**config.mk**
```make
export PLATFORM = sky130hd
export DESIGN_NAME = alu_add_sub_booth_mul_restoring_div_top
export DESIGN_NICKNAME = d
export VERILOG_FILES = /design/src/hdl/abmd_pkg.sv /design/src/hdl/alu_add_sub_booth_mul_restoring_div_top.sv /design/src/hdl/abmd_front.sv /design/src/hdl/abmd_stage.sv /design/src/hdl/abmd_back.sv
export SDC_FILE = /design/constraint.sdc
export NUM_CORES = 1
export LEC_CHECK = 0
export BUFFER_PORTS_ARGS = -buffer_cell sky130_fd_sc_hd__buf_2
export CELL_PAD_IN_SITES_DETAIL_PLACEMENT = 0
export CELL_PAD_IN_SITES_GLOBAL_PLACEMENT = 1
export CORE_MARGIN = 2
export CORE_UTILIZATION = 37
export CTS_CLUSTER_SIZE = 24
export DETAILED_ROUTE_END_ITERATION = 10
export GPL_ROUTABILITY_DRIVEN = 0
export PLACE_DENSITY = 0.58
export SLEW_MARGIN = 15
export SYNTH_ARGS = -nofsm -noshare
export SYNTH_HDL_FRONTEND = slang
export SYNTH_HIERARCHICAL = 1
export SYNTH_SLANG_ARGS = --single-unit
```
**constraint.sdc**
```tcl
create_clock -name clk -period 5.6 [get_ports clk]
set_input_delay 0.28 -clock clk [delete_from_list [all_inputs] [get_ports clk]]
set_output_delay 0.28 -clock clk [all_outputs]
set_load 0.1 [all_outputs]
```
**src/hdl/abmd_pkg.sv**
```systemverilog
// Package for the add/subtract/Booth multiply/restoring divide unit.
// Holds the operation codes and the control struct that rides the pipeline.
// No dependencies.
`default_nettype none

package abmd_pkg;

    typedef enum logic [1:0] {
        CMD_ADD = 2'd0,
        CMD_SUB = 2'd1,
        CMD_MUL = 2'd2,
        CMD_DIV = 2'd3
    } cmd_t;

    // Per-item control carried alongside the data in every stage.
    typedef struct packed {
        logic valid;
        cmd_t cmd;
        logic neg;   // divisor was negative, quotient gets negated at the end
        logic tail;  // Booth extra bit to the right of the multiplier
    } ctl_t;

endpackage

`default_nettype wire

```
**src/hdl/alu_add_sub_booth_mul_restoring_div_top.sv**
```systemverilog
// Top level of the add/subtract/Booth multiply/restoring divide unit.
// Instantiates abmd_front, WIDTH copies of abmd_stage and abmd_back; uses abmd_pkg.
//
// An item is taken at any clock edge with start high; busy is always low, so
// one item can be issued every cycle. Each item yields one result on
// result_low/result_high, shown for a single cycle with done high, in issue order.
// An item passes through one entry register, one register per Booth/division
// step (WIDTH of them), and one output register. The receiver cannot stall, so
// results must be captured in the cycle done is high.
`default_nettype none

module alu_add_sub_booth_mul_restoring_div_top #(
    parameter int WIDTH = 8
) (
    input  wire logic               clk,
    input  wire logic               rst_n,
    input  wire logic               start,
    output logic                    busy,
    input  wire logic [1:0]         cmd,
    input  wire logic [WIDTH-1:0]   operand_a,
    input  wire logic [WIDTH-1:0]   operand_b,
    output logic                    done,
    output logic      [WIDTH-1:0]   result_low,
    output logic      [WIDTH-1:0]   result_high
);

    abmd_pkg::ctl_t   ctl_s [0:WIDTH];
    logic [WIDTH-1:0] m_s   [0:WIDTH];
    logic [WIDTH-1:0] sum_s [0:WIDTH];
    logic [WIDTH-1:0] acc_s [0:WIDTH];
    logic [WIDTH-1:0] qm_s  [0:WIDTH];
    logic [WIDTH-1:0] r_s   [0:WIDTH];
    logic [WIDTH-1:0] qd_s  [0:WIDTH];
    logic [WIDTH-1:0] d_s   [0:WIDTH];

    assign busy = 1'b0;

    abmd_front #(.WIDTH(WIDTH)) u_front (
        .clk       (clk),
        .rst_n     (rst_n),
        .accept    (start && !busy),
        .cmd       (cmd),
        .operand_a (operand_a),
        .operand_b (operand_b),
        .ctl       (ctl_s[0]),
        .m         (m_s[0]),
        .sum       (sum_s[0]),
        .acc       (acc_s[0]),
        .qm        (qm_s[0]),
        .r         (r_s[0]),
        .qd        (qd_s[0]),
        .d         (d_s[0])
    );

    for (genvar i = 0; i < WIDTH; i++)
    begin : g_step
        abmd_stage #(.WIDTH(WIDTH)) u_stage (
            .clk     (clk),
            .rst_n   (rst_n),
            .ctl_in  (ctl_s[i]),
            .m_in    (m_s[i]),
            .sum_in  (sum_s[i]),
            .acc_in  (acc_s[i]),
            .qm_in   (qm_s[i]),
            .r_in    (r_s[i]),
            .qd_in   (qd_s[i]),
            .d_in    (d_s[i]),
            .ctl_out (ctl_s[i+1]),
            .m_out   (m_s[i+1]),
            .sum_out (sum_s[i+1]),
            .acc_out (acc_s[i+1]),
            .qm_out  (qm_s[i+1]),
            .r_out   (r_s[i+1]),
            .qd_out  (qd_s[i+1]),
            .d_out   (d_s[i+1])
        );
    end

    // The last stage's multiplicand and divisor are no longer needed.
    abmd_back #(.WIDTH(WIDTH)) u_back (
        .clk         (clk),
        .rst_n       (rst_n),
        .ctl         (ctl_s[WIDTH]),
        .sum         (sum_s[WIDTH]),
        .acc         (acc_s[WIDTH]),
        .qm          (qm_s[WIDTH]),
        .r           (r_s[WIDTH]),
        .qd          (qd_s[WIDTH]),
        .done        (done),
        .result_low  (result_low),
        .result_high (result_high)
    );

    logic unused_tail;
    assign unused_tail = ^{m_s[WIDTH], d_s[WIDTH]};

endmodule

`default_nettype wire

```
**src/hdl/abmd_front.sv**
```systemverilog
// Entry stage: registers an accepted item and sets up the recurrences.
// Computes the add/subtract result and the divisor magnitude. Uses abmd_pkg.
`default_nettype none

module abmd_front #(
    parameter int WIDTH = 8
) (
    input  wire logic                 clk,
    input  wire logic                 rst_n,
    input  wire logic                 accept,
    input  wire logic [1:0]           cmd,
    input  wire logic [WIDTH-1:0]     operand_a,
    input  wire logic [WIDTH-1:0]     operand_b,
    output abmd_pkg::ctl_t            ctl,
    output logic      [WIDTH-1:0]     m,
    output logic      [WIDTH-1:0]     sum,
    output logic      [WIDTH-1:0]     acc,
    output logic      [WIDTH-1:0]     qm,
    output logic      [WIDTH-1:0]     r,
    output logic      [WIDTH-1:0]     qd,
    output logic      [WIDTH-1:0]     d
);

    abmd_pkg::ctl_t   ctl_reg, ctl_next;
    logic [WIDTH-1:0] m_reg, sum_reg, sum_next, qm_reg, qd_reg, d_reg, d_next;

    always_comb
    begin
        ctl_next.valid = accept;
        ctl_next.cmd   = abmd_pkg::cmd_t'(cmd);
        ctl_next.neg   = operand_b[WIDTH-1];
        ctl_next.tail  = 1'b0;
        d_next   = operand_b[WIDTH-1] ? (~operand_b + 1'b1) : operand_b;
        sum_next = (cmd == abmd_pkg::CMD_SUB) ? (operand_a - operand_b)
                                              : (operand_a + operand_b);
    end

    always_ff @(posedge clk or negedge rst_n)
    begin
        if (!rst_n)
        begin
            ctl_reg.valid <= 1'b0;
            ctl_reg.cmd   <= abmd_pkg::CMD_ADD;
            ctl_reg.neg   <= 1'b0;
            ctl_reg.tail  <= 1'b0;
        end
        else
        begin
            ctl_reg <= ctl_next;
        end
    end

    always_ff @(posedge clk)
    begin
        if (accept)
        begin
            m_reg   <= operand_a;
            sum_reg <= sum_next;
            qm_reg  <= operand_b;
            qd_reg  <= operand_a;
            d_reg   <= d_next;
        end
    end

    assign ctl = ctl_reg;
    assign m   = m_reg;
    assign sum = sum_reg;
    assign acc = '0;
    assign qm  = qm_reg;
    assign r   = '0;
    assign qd  = qd_reg;
    assign d   = d_reg;

endmodule

`default_nettype wire

```
**src/hdl/abmd_stage.sv**
```systemverilog
// One pipeline stage: a single Booth radix-2 step and a single restoring
// division step, both registered. Uses abmd_pkg.
`default_nettype none

module abmd_stage #(
    parameter int WIDTH = 8
) (
    input  wire logic                 clk,
    input  wire logic                 rst_n,
    input  wire abmd_pkg::ctl_t       ctl_in,
    input  wire logic [WIDTH-1:0]     m_in,
    input  wire logic [WIDTH-1:0]     sum_in,
    input  wire logic [WIDTH-1:0]     acc_in,
    input  wire logic [WIDTH-1:0]     qm_in,
    input  wire logic [WIDTH-1:0]     r_in,
    input  wire logic [WIDTH-1:0]     qd_in,
    input  wire logic [WIDTH-1:0]     d_in,
    output abmd_pkg::ctl_t            ctl_out,
    output logic      [WIDTH-1:0]     m_out,
    output logic      [WIDTH-1:0]     sum_out,
    output logic      [WIDTH-1:0]     acc_out,
    output logic      [WIDTH-1:0]     qm_out,
    output logic      [WIDTH-1:0]     r_out,
    output logic      [WIDTH-1:0]     qd_out,
    output logic      [WIDTH-1:0]     d_out
);

    abmd_pkg::ctl_t   ctl_reg, ctl_next;
    logic [WIDTH-1:0] m_reg, sum_reg, d_reg;
    logic [WIDTH-1:0] acc_reg, acc_next, qm_reg, qm_next;
    logic [WIDTH-1:0] r_reg, r_next, qd_reg, qd_next;
    logic [WIDTH-1:0] acc_sum, r_shift, r_trial;

    always_comb
    begin
        // Booth: add on 01, subtract on 10 (q0, tail), then arithmetic shift of acc:q.
        acc_sum = acc_in;
        if (!qm_in[0] && ctl_in.tail)
        begin
            acc_sum = acc_in + m_in;
        end
        else if (qm_in[0] && !ctl_in.tail)
        begin
            acc_sum = acc_in - m_in;
        end
        qm_next  = {acc_sum[0], qm_in[WIDTH-1:1]};
        acc_next = {acc_sum[WIDTH-1], acc_sum[WIDTH-1:1]};

        // Restoring division: the sign of the wrapped trial decides restore.
        r_shift = {r_in[WIDTH-2:0], qd_in[WIDTH-1]};
        r_trial = r_shift - d_in;
        qd_next = {qd_in[WIDTH-2:0], ~r_trial[WIDTH-1]};
        r_next  = r_trial[WIDTH-1] ? r_shift : r_trial;

        ctl_next      = ctl_in;
        ctl_next.tail = qm_in[0];
    end

    always_ff @(posedge clk or negedge rst_n)
    begin
        if (!rst_n)
        begin
            ctl_reg.valid <= 1'b0;
            ctl_reg.cmd   <= abmd_pkg::CMD_ADD;
            ctl_reg.neg   <= 1'b0;
            ctl_reg.tail  <= 1'b0;
        end
        else
        begin
            ctl_reg <= ctl_next;
        end
    end

    always_ff @(posedge clk)
    begin
        if (ctl_in.valid)
        begin
            m_reg   <= m_in;
            sum_reg <= sum_in;
            d_reg   <= d_in;
            acc_reg <= acc_next;
            qm_reg  <= qm_next;
            r_reg   <= r_next;
            qd_reg  <= qd_next;
        end
    end

    assign ctl_out = ctl_reg;
    assign m_out   = m_reg;
    assign sum_out = sum_reg;
    assign acc_out = acc_reg;
    assign qm_out  = qm_reg;
    assign r_out   = r_reg;
    assign qd_out  = qd_reg;
    assign d_out   = d_reg;

endmodule

`default_nettype wire

```
**src/hdl/abmd_back.sv**
```systemverilog
// Output stage: selects the result for the operation, negates the quotient
// for a negative divisor, and registers the result with its strobe.
// Uses abmd_pkg.
`default_nettype none

module abmd_back #(
    parameter int WIDTH = 8
) (
    input  wire logic                 clk,
    input  wire logic                 rst_n,
    input  wire abmd_pkg::ctl_t       ctl,
    input  wire logic [WIDTH-1:0]     sum,
    input  wire logic [WIDTH-1:0]     acc,
    input  wire logic [WIDTH-1:0]     qm,
    input  wire logic [WIDTH-1:0]     r,
    input  wire logic [WIDTH-1:0]     qd,
    output logic                      done,
    output logic      [WIDTH-1:0]     result_low,
    output logic      [WIDTH-1:0]     result_high
);

    logic             done_reg;
    logic [WIDTH-1:0] low_reg, low_next, high_reg, high_next;

    always_comb
    begin
        case (ctl.cmd)
            abmd_pkg::CMD_MUL:
            begin
                low_next  = qm;
                high_next = acc;
            end
            abmd_pkg::CMD_DIV:
            begin
                low_next  = ctl.neg ? (~qd + 1'b1) : qd;
                high_next = r;
            end
            default:
            begin
                low_next  = sum;
                high_next = '0;
            end
        endcase
    end

    always_ff @(posedge clk or negedge rst_n)
    begin
        if (!rst_n)
        begin
            done_reg <= 1'b0;
        end
        else
        begin
            done_reg <= ctl.valid;
        end
    end

    always_ff @(posedge clk)
    begin
        if (ctl.valid)
        begin
            low_reg  <= low_next;
            high_reg <= high_next;
        end
    end

    assign done        = done_reg;
    assign result_low  = low_reg;
    assign result_high = high_reg;

endmodule

`default_nettype wire

```
# [Word-level counts from Yosys, hierarchy flattened]
# Cells that the tools add are included.
# Widths: inputs -> output; s select.
[totals] ff_bits=509 input_bits=21 output_inout_bits=18
[classes] n_addsub=27 reduce_logical=28 bitwise=10 eq_ne=3 n_mux=28
[op_table] operator="$mux 8" n=17
[op_table] operator="$sub 8x8->8" n=15
[op_table] operator="$add 8x8->8" n=8
[op_table] operator="$mux 7" n=8
[op_table] operator="$pmux 8 s2" n=2
[op_table] operator="$add 8x1->8 const B" n=2
[op_table] operator="$not 8->8" n=2
[op_table] operator="$logic_and 1x1->1" n=14
[op_table] operator="$logic_not 1->1" n=14
[op_table] operator="$not 1->1" n=8
[op_table] operator="$sub 1x8->8" n=1
[op_table] operator="$sub 1x8->8 const A" n=1
[op_table] operator="$eq 2x2->1 const B" n=2
[op_table] operator="$eq 2x1->1 const B" n=1
[op_table] operator="$mux 1" n=1

# [Logic depth before layout (Yosys ltp)]
[depth] ltp_word=4 mapped_depth=11 mapped_depth_nobuf=11

# [Cells and area by module]
# The synthesis kept the hierarchy.
[by_module_without_submodules] mod="abmd_stage at g_step[0].u_stage ..." area_per_inst_um2=3026.7 cells_each=222 n_inst=5 seq_area_each_um2=1776.7
[by_module_without_submodules] mod="abmd_stage at g_step[6].u_stage ..." area_per_inst_um2=3022.9 cells_each=247 n_inst=2 seq_area_each_um2=1776.7
[by_module_without_submodules] mod="abmd_stage at g_step[1].u_stage" area_per_inst_um2=3188.1 cells_each=262 n_inst=1 seq_area_each_um2=1776.7
[by_module_without_submodules] mod="abmd_front" area_per_inst_um2=1761.7 cells_each=138 n_inst=1 seq_area_each_um2=1031.0
[by_module_without_submodules] mod="abmd_back" area_per_inst_um2=964.7 cells_each=85 n_inst=1 seq_area_each_um2=505.5
[by_module_without_submodules] mod="alu_add_sub_booth_mul_restoring_div_top" area_per_inst_um2=11.3 cells_each=2 n_inst=1 seq_area_each_um2=0.0

# [Worst setup path before layout]
# No wires, ideal clock.
[synth_path] path_type="reg-to-reg" startpoint="reg u_front/m[7] (netlist name)" endpoint="reg g_step[0].u_stage.r_reg[6], data pin" setup_ns=0.260 slack_ns=3.234 t_arrival_ns=2.106 period_less_slack_ns=2.366 path_buffers=1 path_stages_with_launch=12 required_time_ns=5.340 cell_sequence="edfxtp_1 -> buf_4 -> inv_1 -> ha_1 -> inv_2 -> fa_1 -> a21o_1 -> a21oi_1 -> o21bai_1 -> a21oi_1 -> xnor2_1 -> mux2_4"
[synth_rtl] item="end signal: assignment" line="abmd_stage.sv:83" text="r_reg <= r_next;"
[synth_rtl] item="end: declaration" line="abmd_stage.sv:31" text="logic [WIDTH-1:0] r_reg, r_next, qd_reg, qd_next;"

# [Worst setup path in the final report]
[layout_path] startpoint="reg g_step[6].u_stage.r_reg[1]" endpoint="reg g_step[7].u_stage.r_reg[1], data pin"
[layout_via] elab_chain_cells=2
[layout_rtl] item="start: declaration" line="abmd_stage.sv:31"
[layout_rtl] item="start signal: assignment" line="abmd_stage.sv:83"
[layout_rtl] item="$sub 8x8->8" line="abmd_stage.sv:51" text="r_trial = r_shift - d_in;"
[layout_rtl] item="$mux 7" line="abmd_stage.sv:53" text="r_next = r_trial[WIDTH-1] ? r_shift : r_trial;"
[layout_rtl] item="net g_step[7].u_stage.r_next[1]" line="abmd_stage.sv:31"
[layout_rtl] item="end signal: assignment" line="abmd_stage.sv:83"
[layout_rtl] item="end: declaration" line="abmd_stage.sv:31"
# The timed path passes the listed nets, and every way through them passes these cells.
# A chain may end at the register's enable or synchronous reset.

==> results.ini <==
[outcome]
status=finished, final reports clean

[critical_path]
cp_cell_sequence=ha_1 -> o21ai_0 -> a21oi_1 -> o31ai_2 -> a21oi_2 -> xnor2_1 -> mux2_2
crit_type=flip-flop to flip-flop
rr_startpoint=g_step[6].u_stage/r_out[1]
critPathMaxStageDelay_ns=0.70
crit_slowest_cell=xnor2_1
crit_required_ns=5.97
arrival_ns=3.22
critPathTopFamily=compound AO/OA/AOI/OAI gates
cp-end-kind=flip-flop
crit_start=g_step[6].u_stage/r_out[1]
start_kind=flip-flop
path_buf_inv=0
critPathMaxFanout=12

[sta]
finalCriticalPeriod_ns=2.85
fmax_mhz=350
hold_violations=0
min_period_over_period_pct=51.0
relSlewSlack_pct=41.9
rsz0062_at_grt=false
setup_viol=0
finalWorstSetupSlack_ns=2.75
fin_setup_tns_ns=0
skew_ns=0.0206
drv_slew=0
tightest_slew_ns=0.865

[power]
swShare_pct=28.2
power_uw=11900
power.internal_uw=8520
p_per_area_nw_per_um2=404
pwr-share-clk_pct=32.0
ir_drop_mv=0.252
p_seq_share_pct=43.1
p_comb_share_pct=24.9
p_leak_uw=0.0116
p_sw_uw=3340

[place]
post-place-ws_ns=2.73
io_buffer_count=37
post-dp-hpwl_um=34700

[clocking]
cts.htree.levels=2
clock-root-buffer=clkbuf_16
clk_latency_ns=0.62
cts_resized=0
path_clk_slew_ns=0.06
tritoncts=done
cts_buffers=56
cts_setup_buffers=0
cts.sinks=508
hold_buffers=19
ctsLongestPathBuffers=3

[grt]
grt_pass1_wl_um=78100
busiest_layer=met2
grt_pass1_vias=15000
grtUsageMet3_pct=2.31
overflow=0
grtUsageMet1_pct=17.2
antenna_found_initial=0
use_met2_pct=21.8
grtUsageTotal_pct=13.0
grt_max_degree=56

[routing]
via_per_inst=4.81
wl_um=47500
drt_first_pass_iters=5
drc=0
num_vias=14900
wire_per_inst_um=15.4
drt_iter0_drc=832
ant_nets=0

[final_layout]
diodes=0
drive_above_1_share_pct=11.2
area.growth.synth_to_final_pct=11.6
nNetsFinal=2322

[floorplanning]
start_util_pct=37.5
dieArea_um2=73300
core_area_um2=70300
io_pins=39
chipHeight_um=271
fp.dieW_um=271
rows=97

[yosys]
netlist_area_um2=26300
yosysWarnings=6
syn_avg_cell_area_um2=12.8
synth_cells=2057

[job]
maxCapViolations=0

[min_path]
min_from=start
hold_path_class=input port to flip-flop

==> cell type report <==
type | count | area (um2)
clock inverters | 33 | 344
clock buffers | 73 | 1620
well taps | 940 | 1180
flip-flops and latches | 508 | 15100
multi-input cells | 1283 | 10100
repair buffers | 62 | 420
fillers | 6421 | 40900
inverters | 188 | 706
==> per-stage QoR <==
step                cell area (um2)  hold slack (ns)  util (%)  std cells
finish                        29400            0.160      41.8       3087
global route                  29400            0.170      41.8       3087
CTS                           29400            0.132      41.8       3087
detailed placement            27200            0.335      38.7       2962
global placement              27200            0.337      38.7       2962
floorplan                     26400          -0.0156         -       2072
==> metal layers <==
metal,part of all wire (%),vias up
met5,0,-
met3,3.3,82
met2,48,211
li1,-,7506
met4,2.6,0
met1,47,7060
==> power groups by stage <==
stage / logic [uW] / clock network, uW / registers, uW
detailed placement: 2950 / 0 / 5200
CTS: 2970 / 3930 / 5130
floorplan: 2460 / 0 / 5150
global placement: 2900 / 0 / 5190
finish: 2950 / 3800 / 5110
global route: 3290 / 4070 / 5170
==> path summary, 6_finish.rpt <==
kind / endpoint / cells after the start / slack (ns)
max in group asynchronous: g_step[1].u_stage/ctl_out[4] / 3 / 4.68
worst min-delay path: u_front/ctl[4] / 1 / 0.16
min in group asynchronous: u_back/done / 3 / 0.32
worst min register to register: g_step[7].u_stage/ctl_out[2] / 0 / 0.34
worst max register to register: g_step[7].u_stage/r_out[1] / 7 / 2.75
worst max-delay path: g_step[7].u_stage/r_out[1] / 7 / 2.75
==> cell usage in the layout (no fill, tap or decap), drive strengths merged, types with 37 or more instances in the layout <==
cell and instances:
xnor2 72, mux2 44, ha 177, buf 43
xor2 39, inv 188, a21oi 163, edfxtp 464
a21o 37, nor2 135, nor2b 43, dfrtp 44
nand2 82, o21ai 50, nand2b 52, clkbuf 73
No activity file was read; power rests on OpenSTA's default activity.
